### src/design/pbi_pkg.sv
package pbi_pkg;

	localparam int unsigned DEFAULT_ENTRIES = 256;
	localparam int unsigned CHAN_W = 8;
	localparam int unsigned RGB_W = 3 * CHAN_W;
	localparam int unsigned IDX_W = 8;
	localparam int unsigned COLOR555_W = 15;
	localparam int unsigned CHAN555_W = 5;
	localparam int unsigned CHAN_SHIFT = 3;

	typedef struct packed {
		logic              start_image;
		logic [CHAN_W-1:0] red;
		logic [CHAN_W-1:0] green;
		logic [CHAN_W-1:0] blue;
	} pixel_t;

	typedef struct packed {
		logic [IDX_W-1:0]      color_index;
		logic                  is_new;
		logic [COLOR555_W-1:0] palette_color;
		logic                  overflow;
	} result_t;

	// One slot of the cell chain: a pixel on its way along the palette.
	typedef struct packed {
		logic             vld;
		logic             start_image;
		logic [RGB_W-1:0] rgb;
		logic             hit;
		logic             is_new;
		logic [IDX_W-1:0] idx;
	} cell_bus_t;

	function automatic logic [COLOR555_W-1:0] to_rgb555(input logic [RGB_W-1:0] rgb);
		logic [CHAN555_W-1:0] r5;
		logic [CHAN555_W-1:0] g5;
		logic [CHAN555_W-1:0] b5;
		r5 = rgb[CHAN_W-1:CHAN_SHIFT];
		g5 = rgb[2*CHAN_W-1:CHAN_W+CHAN_SHIFT];
		b5 = rgb[3*CHAN_W-1:2*CHAN_W+CHAN_SHIFT];
		return {b5, g5, r5};
	endfunction

endpackage

### src/design/pbi_cell.sv
module pbi_cell #(
	parameter int unsigned CELL_INDEX = 0
) (
	input  logic              clk,
	input  logic              arst_n,
	input  pbi_pkg::cell_bus_t bus_in,
	output pbi_pkg::cell_bus_t bus_out
);

	logic                      entry_vld_q;
	logic [pbi_pkg::RGB_W-1:0] color_q;
	logic                      entry_live;
	logic                      match;
	logic                      claim;
	logic                      out_vld_q;
	pbi_pkg::cell_bus_t        data_q;
	pbi_pkg::cell_bus_t        next_data;

	// A start marker empties this cell as it passes, before its own lookup.
	assign entry_live = entry_vld_q && !(bus_in.vld && bus_in.start_image);
	assign match = bus_in.vld && !bus_in.hit && entry_live && (color_q == bus_in.rgb);
	assign claim = bus_in.vld && !bus_in.hit && !entry_live;

	always_comb begin
		next_data = bus_in;
		if (match || claim) begin
			next_data.hit = 1'b1;
			next_data.is_new = claim;
			next_data.idx = pbi_pkg::IDX_W'(CELL_INDEX);
		end
	end

	always_ff @(posedge clk or negedge arst_n) begin
		if (!arst_n) begin
			entry_vld_q <= 1'b0;
			out_vld_q <= 1'b0;
		end else begin
			entry_vld_q <= entry_live || claim;
			out_vld_q <= bus_in.vld;
		end
	end

	always_ff @(posedge clk) begin
		data_q <= next_data;
		if (claim) begin
			color_q <= bus_in.rgb;
		end
	end

	always_comb begin
		bus_out = data_q;
		bus_out.vld = out_vld_q;
	end

endmodule

### config.mk
export PLATFORM = sky130hd
export DESIGN_NAME = pbi_cell
export DESIGN_NICKNAME = d
export VERILOG_FILES = /design/src/design/pbi_pkg.sv /design/src/design/pbi_cell.sv
export SDC_FILE = /design/constraint.sdc
export NUM_CORES = 1
export LEC_CHECK = 0
export BUFFER_PORTS_ARGS = -buffer_cell sky130_fd_sc_hd__buf_2
export CORE_MARGIN = 3
export CORE_UTILIZATION = 45
export DETAILED_ROUTE_END_ITERATION = 8
export HOLD_SLACK_MARGIN = 0.08
export PLACE_DENSITY_LB_ADDON = 0.2
export SYNTH_ARGS = -nofsm -noshare
export SYNTH_HDL_FRONTEND = slang
export SYNTH_SLANG_ARGS = --single-unit
### constraint.sdc
create_clock -name clk -period 1.8 [get_ports clk]
set_input_delay 0.27 -clock clk [delete_from_list [all_inputs] [get_ports clk]]
set_output_delay 0.27 -clock clk [all_outputs]
set_load 0.03 [all_outputs]
==> flow_summary.yaml, run 1 <==
detailed_routing:
  via_count: 1281
  route.final.wire_length_microns: 3830
  drtPass1Iterations: 4
  final_antenna_net_count: 0
  viasPerCell: 4.58
  dr.first_iter.drc_count: 55
  drc_errors: 0
  wl_per_cell_microns: 13.7
floorplanning:
  core_area_sq_um: 4090
  rows: 23
  die_h_microns: 71.8
  ios: 74
  die_area_sq_um: 5150
  start_util_pct: 47.6
  dieWidth_microns: 71.8
clocking:
  path_clk_slew_ns: 0.06
  clk_path_buf_depth: 2
  clock_latency_ns: 0.32
  ctsRootBufferMaster: "clkbuf_8"
  numCtsBuffers: 9
  cts_tree: "yes"
  cts_sinks: 61
  htreeDepth: 3
  post_cts_resized: 0
finish:
  drive_gt1_share_pct: 43.0
  area_delta_synth_final_pct: 39.7
  nFillCells: 310
  multiInputGateArea_sq_um: 460
  register_area_sq_um: 1470
  nets: 264
  n_antenna_cell: 0
timing:
  grt_setup_unrepaired: "false"
  max_freq_mhz: 597
  period_share_pct: 93.0
  slew_headroom_pct: 63.8
  layout_setup_ws_ns: 0.126
  finClkSkew_ns: 0.00631
  period_needed_ns: 1.67
  slew_violations: 0
  finalHoldViolCount: 0
  setup_violations: 0
  worst_pin_slew_ns: 0.543
  fin_tns_setup_ns: 0
synth:
  synth_top_area_cell: "edfxtp_1"
  yosys.area_share.adder_pct: 0
  synth-seq-area-share_pct: 75.6
  synth_top_family_by_area: "XOR/XNOR gates"
  synthTopCellsByCount: "35 x dfxtp_1, 24 x edfxtp_1, 20 x xnor2_1"
  synth_compound_area_share_pct: 3.41
  synth_cell_types: 22
  synthFlopType: "dfxtp_1"
  synth_most_common_cell: "dfxtp_1"
  synth_edf_count: 24
  synthSimpleGateAreaFrac_pct: 9.06
  async_reset_ff_share_pct: 3.28
  synth_area_leaders: "edfxtp_1 37%, dfxtp_1 36%, xnor2_1 9.0%, dfrtp_1 2.6%, a21oi_1 2.1%"
  synth_mux_area_share_pct: 0
  synthDominantCellAreaShare_pct: 37.0
  syn_area_sq_um: 1950
  avgSynthCellArea_sq_um: 16.0
  synth_nets: 160
  syn_inst: 122
  yosysWarnings: 0
  synthXorXnorAreaFrac_pct: 11.2
  synth_seq_cells: 61
power_and_ir_drop:
  power_frac_seq_pct: 54.6
  pwr-share-comb_pct: 12.0
  internal_power_mw: 2.13
  p_switching_uw: 686
  swShare_pct: 24.3
  power_density_nw_per_um2: 1040
  clkPwrFrac_pct: 33.4
  power.leakage_nw: 1.18
  peakVddDrop_uv: 647
status:
  status: "completed"
place:
  place.gp.congestion: 0.819
  io_buffer_count: 73
  dp_hpwl_microns: 2690
  place_ws_ns: 0.157
flow_run:
  cap_violations: 0
grt:
  grt_usage_pct: 15.9
  grt_max_degree: 27
  grt_pass1_wl_microns: 6030
  antenna_found_initial: 0
  grt_pass1_vias: 1317
  grt_overflow: 0
worst_setup_path:
  path_delay_family: "buffers and inverters"
  crit_buf_inv: 3
  worst_ep_required_time_ns: 2.01
  arrival_ns: 1.88
  criticalPathCategory: "in -> reg"
  critPathMaxStageDelay_ns: 0.54
  cp_max_fo: 8
  rrSetupSlack_ns: 0.31
  crit_path_end_kind: "register"
  worstPathCellList: "dlygate4sd3_1 -> buf_2 -> xnor2_1 -> nand4_2 -> nor4_4 -> buf_4 -> a21oi_1"
  rr_worst_depth: 4
  slowest_stage: "dlygate4sd3_1"
  cp-start-kind: "input pin"
  r2r-end: "bus_out[9]"
  reg2reg_from: "entry_vld_q"
hold_path:
  hold_depth: 1
  min_to: "out_vld_q"
  hp-class: "in -> reg"
  hold_path_startpoint: "bus_in[35]"
==> logic make-up (layout without fill, tap and decap cells) <==
kind of cell / Yosys count / in the layout
AOI/OAI and AO/OA: 11 / 11
xor gates and xnor gates: 24 / 24
DFF: 61 / 61
buffers and inverters: 3 / 111
and+or+nand+nor: 23 / 23
==> cell type report <==
type                            count  share of cell area (%)
Sequential cell                    61                    54.1
Timing Repair Buffer               94                    20.9
Multi-Input combinational cell     58                    16.9
Clock buffer                       12                    4.97
Tap cell                           50                    2.30
Clock inverter                      3                   0.506
Inverter                            2                   0.276
==> state kept, by name, indices dropped and copies added, names as in the netlist <==
register and cells:
bus_out 35, color_q 24, entry_vld_q 1, out_vld_q 1
==> what timing repair did <==
action,in CTS,in global routing
setup buffers,0,3
setup endpoints to repair,0,9
hold endpoints to repair,13,6
hold buffers,12,6
==> stage by stage <==
stage	util (%)	cell area, sq um	std cells	power [mW]	hold slack (ns)
after floorplan	-	1950	122	1.75	-0.0256
after global placement	57.9	2370	244	1.87	0.0621
after detailed placement	57.9	2370	244	1.88	0.0619
after CTS	64.5	2640	271	2.84	0.0802
after global routing	66.5	2720	280	2.94	0.0805
final	66.5	2720	280	2.82	0.0934
==> how the worst max path moves through the flow <==
stage	start	to	depth (start not counted)	slack, ns
floorplan	color_q[17]	bus_out[8]	4	0.40
global placement	bus_in[27]	bus_out[8]	5	0.23
detailed placement	bus_in[27]	bus_out[8]	5	0.16
CTS	bus_in[28]	bus_out[8]	6	0.003
global route	bus_in[20]	bus_out[8]	7	0.01
finish	bus_in[18]	bus_out[4]	7	0.13
==> power by group through the flow <==
stage	Sequential, mW	Clock, mW	Combinational (mW)
global placement	1.56	0	0.305
CTS	1.54	0.970	0.333
detailed placement	1.57	0	0.312
finish	1.54	0.941	0.339
floorplan	1.66	0	0.0942
global route	1.54	1.03	0.366
==> cell usage in the layout (no fill, tap or decap) <==
master         Yosys  layout
a41oi_1            1       1
nor4_4             1       1
nor3_2             1       1
nand4_2            3       3
inv_2              2       2
nand2b_1           1       1
edfxtp_1          24      24
dlygate4sd3_1      0      18
clkinv_1           0       1
clkbuf_8           0       9
nor4b_4            1       1
nor2_1             2       2
nand4_1            2       2
nor2b_4            1       1
a211o_1            1       1
o21ai_2            1       1
dfrtp_1            2       2
clkbuf_1           0       3
clkinv_2           0       2
a21oi_1            8       8
xnor2_1           20      20
buf_2              0      73
dfxtp_1           35      35
nand2_1           10      10
buf_4              1       3
xnor2_2            1       1
xor2_1             3       3
nand2_2            1       1
==> metal layers <==
layer	global-route usage, %	vias to the layer above	wire, microns
met5	0	-	0
met3	6.03	6	228
met2	26.1	42	2010
met1	17.7	604	1530
met4	8.77	0	55
li1	-	629	-
==> worst reg2reg max path: stages (launching register included) <==
cell	delay, ns
dfrtp_1	0.36
inv_2	0.04
o21ai_2	0.33
inv_2	0.33
a211o_1	0.32
Power figures use the tool's default switching activity.
==> run 2, diff against run 1 <==
--- a/config.mk
+++ b/config.mk
@@ -5,7 +5,9 @@
 export SDC_FILE = /design/constraint.sdc
 export NUM_CORES = 1
 export LEC_CHECK = 0
+export ABC_AREA = 1
 export BUFFER_PORTS_ARGS = -buffer_cell sky130_fd_sc_hd__buf_2
+export CAP_MARGIN = 15
 export CORE_MARGIN = 3
 export CORE_UTILIZATION = 45
 export DETAILED_ROUTE_END_ITERATION = 8
==> flow_summary.yaml, run 2 <==
status:
  status: "completed"
synth:
  synthDominantCellAreaShare_pct: 35.6
  synth-seq-area-share_pct: 72.6
  synth_nets: 227
  synthTopCellsByCount: "39 x nand2_1, 37 x inv_1, 35 x dfxtp_1"
  async_reset_ff_share_pct: 3.28
  synth_edf_count: 24
  synth_seq_cells: 61
  synth_cell_types: 19
  yosysWarnings: 0
  synth_area_leaders: "edfxtp_1 36%, dfxtp_1 35%, nand2_1 7.2%, inv_1 6.9%, nor2_1 4.4%"
  syn_area_sq_um: 2030
  synthFlopType: "dfxtp_1"
  syn_inst: 189
  synth_top_area_cell: "edfxtp_1"
  synth_most_common_cell: "nand2_1"
  avgSynthCellArea_sq_um: 10.7
power_and_ir_drop:
  power_density_nw_per_um2: 1060
  peakVddDrop_uv: 713
  p_switching_uw: 693
  internal_power_mw: 2.29
  totalPowerFinal_mw: 2.98
  clkPwrFrac_pct: 37.6
  power_frac_seq_pct: 51.5
  power.leakage_nw: 1.40
  swShare_pct: 23.2
  pwr-share-comb_pct: 11.0
finish:
  area_delta_synth_final_pct: 39.1
  drive_gt1_share_pct: 32.5
  largest_reg_flops: 35
  fin_cells: 345
  nFillCells: 335
  mostFrequentLayoutCell: "buf_2"
  n_antenna_cell: 0
  postLayoutCellArea_sq_um: 2820
  layout_common_cells: "73 x buf_2, 39 x nand2_1, 37 x inv_1"
  nets: 328
worst_setup_path:
  slowest_stage: "dlygate4sd3_1"
  critPathMaxStageDelay_ns: 0.53
  criticalPathCategory: "in -> reg"
  r2r-end: "bus_out[5]"
  worst_ep_required_time_ns: 2.01
  cp-start-kind: "input pin"
  reg2reg_from: "entry_vld_q"
  worstPathCellList: "dlygate4sd3_1 -> buf_2 -> nand2_1 -> a21oi_2 -> buf_4 -> inv_1 -> nand2_4 -> nor2_1"
  crit_path_end_kind: "register"
  arrival_ns: 1.79
  cp_max_fo: 25
  crit_buf_inv: 4
  rr_worst_depth: 5
  path_delay_family: "buffers and inverters"
  rrSetupSlack_ns: 0.50
floorplanning:
  ios: 74
  core_area_sq_um: 4170
  die_area_sq_um: 5350
  die_h_microns: 73.1
  rows: 23
  start_util_pct: 48.6
  dieWidth_microns: 73.1
hold_path:
  hp-class: "in -> reg"
  hold_path_startpoint: "bus_in[20]"
  min_to: "bus_out[20]"
  hold_depth: 1
clocking:
  path_clk_slew_ns: 0.06
  clock_latency_ns: 0.32
  cts_sinks: 61
  ctsRootBufferMaster: "clkbuf_8"
  cts_tree: "yes"
  post_cts_resized: 0
  clk_path_buf_depth: 2
  numCtsBuffers: 9
  cts_hold_buf: 17
  post_cts_buffers: 0
  htreeDepth: 3
timing:
  period_share_pct: 87.5
  worst_pin_slew_ns: 0.332
  finClkSkew_ns: 0.00617
  max_freq_mhz: 635
  hold_ws_ns: 0.0966
  fin_tns_setup_ns: 0
  period_needed_ns: 1.58
  slew_headroom_pct: 77.9
  grt_setup_unrepaired: "false"
  setup_violations: 0
  finalHoldViolCount: 0
  slew_violations: 0
detailed_routing:
  drc_errors: 0
  wl_per_cell_microns: 10.9
  viasPerCell: 4.19
  dr.first_iter.drc_count: 52
  route.final.wire_length_microns: 3760
  via_count: 1447
  final_antenna_net_count: 0
  drtPass1Iterations: 4
place:
  io_buffer_count: 73
  numPlacedInstances: 312
  dp_hpwl_microns: 2610
  place.gp.congestion: 0.675
  postPlaceCellArea_sq_um: 2460
grt:
  grt_usage_pct: 15.4
  grt_pass1_vias: 1417
  grt_max_degree: 26
  grt_overflow: 0
  grt_pass1_wl_microns: 5900
  antenna_found_initial: 0
flow_run:
  cap_violations: 0
## run 2: changes by cell type after synthesis, moves of 7 or more
cell / change
a21oi_1: -7
inv_1: +37
nand2_1: +29
nor2_1: +22
o21ai_0: +7
xnor2_1: -16
## run 2: power by group through the flow
| stage | logic, mW | registers, mW | clock network, mW |
|---|---|---|---|
| global route | 0.361 | 1.54 | 1.21 |
| CTS | 0.331 | 1.53 | 1.14 |
| finish | 0.328 | 1.53 | 1.12 |
| detailed placement | 0.302 | 1.56 | 0 |
| global placement | 0.297 | 1.56 | 0 |
| floorplan | 0.0847 | 1.66 | 0 |
## run 2: layout make-up
| type | count | area (sq um) | area share [%] |
|---|---|---|---|
| Tap cell | 50 | 62.6 | 2.22 |
| Clock buffer | 16 | 190 | 6.75 |
| Sequential cell | 61 | 1470 | 52.2 |
| Timing Repair Buffer | 91 | 543 | 19.3 |
| Multi-Input combinational cell | 89 | 409 | 14.5 |
| Inverter | 38 | 143 | 5.06 |
## run 2: layer usage
metal	up-vias	global-route usage (%)	share of wire (%)	routed length [microns]
met3	10	5.37	5.3	200
met5	-	0	0	0
met4	0	11.7	3.2	122
met2	43	23.8	48	1820
li1	777	-	-	-
met1	617	17.4	43	1620
## run 2: per-stage QoR
stage | setup WS (ns) | util [%]
floorplan | 0.136 | -
detailed placement | 0.413 | 58.9
global placement | 0.447 | 58.9
CTS | 0.245 | 67.6
finish | 0.224 | 67.6
global route | 0.0930 | 67.6
## run 2: worst max path at each step
stage / start / end / slack (ns) / depth (start not counted)
floorplan: entry_vld_q / bus_out[1] / 0.14 / 4
global placement: bus_in[9] / bus_out[2] / 0.45 / 8
detailed placement: bus_in[9] / bus_out[5] / 0.41 / 8
CTS: bus_in[35] / bus_out[5] / 0.25 / 8
global route: bus_in[35] / bus_out[5] / 0.09 / 8
finish: bus_in[35] / bus_out[5] / 0.22 / 8
## run 2: cells by family (layout without fill, tap and decap cells)
| logic type | count (synthesis) | in the layout | share of synthesized area [%] |
|---|---|---|---|
| compound gates | 10 | 10 | 2.65 |
| flops | 61 | 61 | 72.6 |
| simple gates | 74 | 74 | 15.2 |
| xor+xnor | 5 | 5 | 2.16 |
| buf+inv | 39 | 145 | 7.41 |
## run 2: worst register-to-register path: cells and delay by family (launching register included)
kind / cells / cell delay, ns
buf+inv: 2 / 0.48
flops: 1 / 0.39
simple gates: 2 / 0.19
compound gates: 1 / 0.13
==> run 3, diff against run 2 <==
--- a/config.mk
+++ b/config.mk
@@ -6,7 +6,7 @@
 export NUM_CORES = 1
 export LEC_CHECK = 0
 export ABC_AREA = 1
-export BUFFER_PORTS_ARGS = -buffer_cell sky130_fd_sc_hd__buf_2
+export BUFFER_PORTS_ARGS = -buffer_cell sky130_fd_sc_hd__buf_4
 export CAP_MARGIN = 15
 export CORE_MARGIN = 3
 export CORE_UTILIZATION = 45
==> flow_summary.yaml, run 3 (synthesized netlist as in run 2, its figures left out) <==
clocking:
  cts_tree: "yes"
  clk_path_buf_depth: 2
  cts_sinks: 61
  clock_latency_ns: 0.32
  path_clk_slew_ns: 0.07
  htreeDepth: 3
  ctsRootBufferMaster: "clkbuf_8"
  numCtsBuffers: 9
timing:
  slew_violations: 0
  slew_headroom_pct: 78.7
  setup_violations: 0
  fin_tns_setup_ns: 0
  period_needed_ns: 1.59
  finalHoldViolCount: 0
  grt_setup_unrepaired: "false"
  max_freq_mhz: 629
  period_share_pct: 88.3
  finClkSkew_ns: 0.00779
  worst_pin_slew_ns: 0.320
place:
  io_buffer_count: 73
  numPlacedInstances: 312
  place.gp.congestion: 0.684
  dp_hpwl_microns: 2700
detailed_routing:
  final_antenna_net_count: 0
  drtPass1Iterations: 4
  dr.first_iter.drc_count: 33
  drc_errors: 0
  route.final.wire_length_microns: 4110
  viasPerCell: 4.34
  wl_per_cell_microns: 11.6
  via_count: 1540
grt:
  grt_usage_pct: 16.7
  grt_pass1_wl_microns: 6580
  grt_pass1_vias: 1514
  grt_overflow: 0
  grt_max_degree: 26
  antenna_found_initial: 0
worst_setup_path:
  worst_ep_required_time_ns: 2.01
  criticalPathCategory: "in -> reg"
  cp_max_fo: 25
  cp-start-kind: "input pin"
  crit_path_end_kind: "register"
  arrival_ns: 1.80
floorplanning:
  die_area_sq_um: 5350
  dieWidth_microns: 73.1
  die_h_microns: 73.1
  rows: 23
  start_util_pct: 48.6
  ios: 74
  core_area_sq_um: 4170
status:
  status: "completed"
flow_run:
  cap_violations: 0
finish:
  fin_cells: 355
  largest_reg_flops: 35
  area_delta_synth_final_pct: 52.1
  layout_common_cells: "74 x buf_4, 39 x nand2_1, 37 x inv_1"
  mostFrequentLayoutCell: "buf_4"
  nets: 338
  drive_gt1_share_pct: 31.1
  finish.utilization_pct: 73.9
  n_antenna_cell: 0
power_and_ir_drop:
  power_density_nw_per_um2: 969
  power.leakage_nw: 1.49
  peakVddDrop_uv: 573
hold_path:
  hp-class: "in -> reg"
[run 3: cell count changes in the layout (fill, tap and decap cells not counted)]
cell	change
dlygate4sd3_1	+10
clkbuf_8	-2
buf_2	-73
buf_4	+73
clkinv_1	+1
clkinv_2	+1
[run 3: stage by stage]
step	power, mW	cell area (sq um)	setup WS [ns]	hold WS, ns
2_1_floorplan	1.74	2030	0.136	-0.0256
3_3_place_gp	1.91	2640	0.442	0.0550
3_5_place_dp	1.92	2640	0.396	0.0540
4_1_cts	3.01	3080	0.236	0.129
5_1_grt	3.10	3080	0.117	0.156
6_report	2.99	3080	0.211	0.143
[run 3: worst paths after layout]
check                       startpoint          end  slack (ns)  cells after the start
setup / recovery            bus_in[35]   bus_out[4]        0.21                      8
hold / removal               bus_in[8]   bus_out[8]        0.14                      3
setup reg to reg           entry_vld_q   bus_out[4]        0.49                      5
hold reg to reg            entry_vld_q  entry_vld_q        0.51                      2
max in group asynchronous       arst_n    out_vld_q        1.43                      2
min in group asynchronous       arst_n  entry_vld_q        0.28                      2
[run 3: where the power goes]
part	switching, mW	total [mW]	internal, mW
logic	0.214	0.398	0.184
registers	0.0234	1.54	1.51
clock network	0.482	1.05	0.570
[run 3: what timing repair did]
action / CTS / global route
hold endpoints to repair: 28 / 0
resized for setup: 0 / 0
hold buffers: 27 / 0
buffers inserted: 0 / 0
[run 3: layout make-up]
class	instances	area, sq um
Tap cell	50	62.6
Clock buffer	14	163
Clock inverter	2	8.76
Sequential cell	61	1470
Fill cell	286	1090
Inverter	38	143
Timing Repair Buffer	101	826
Multi-Input combinational cell	89	409
[run 3: critical path, stage by stage]
cell and delay (ns):
dlygate4sd3_1 0.54, buf_4 0.12, nand2_1 0.07, a21oi_2 0.12, buf_4 0.32, inv_1 0.16
nand2_4 0.14, nor2_1 0.06
[run 3: routing by layer]
layer / GRT usage, % / share of wire [%] / vias to the layer above / routed length, microns
li1: - / - / 796 / -
met4: 9.43 / 1.9 / 0 / 80
met1: 19.6 / 41 / 690 / 1680
met5: 0 / 0 / - / 0
met2: 27.1 / 51 / 46 / 2120
met3: 5.23 / 5.8 / 8 / 237
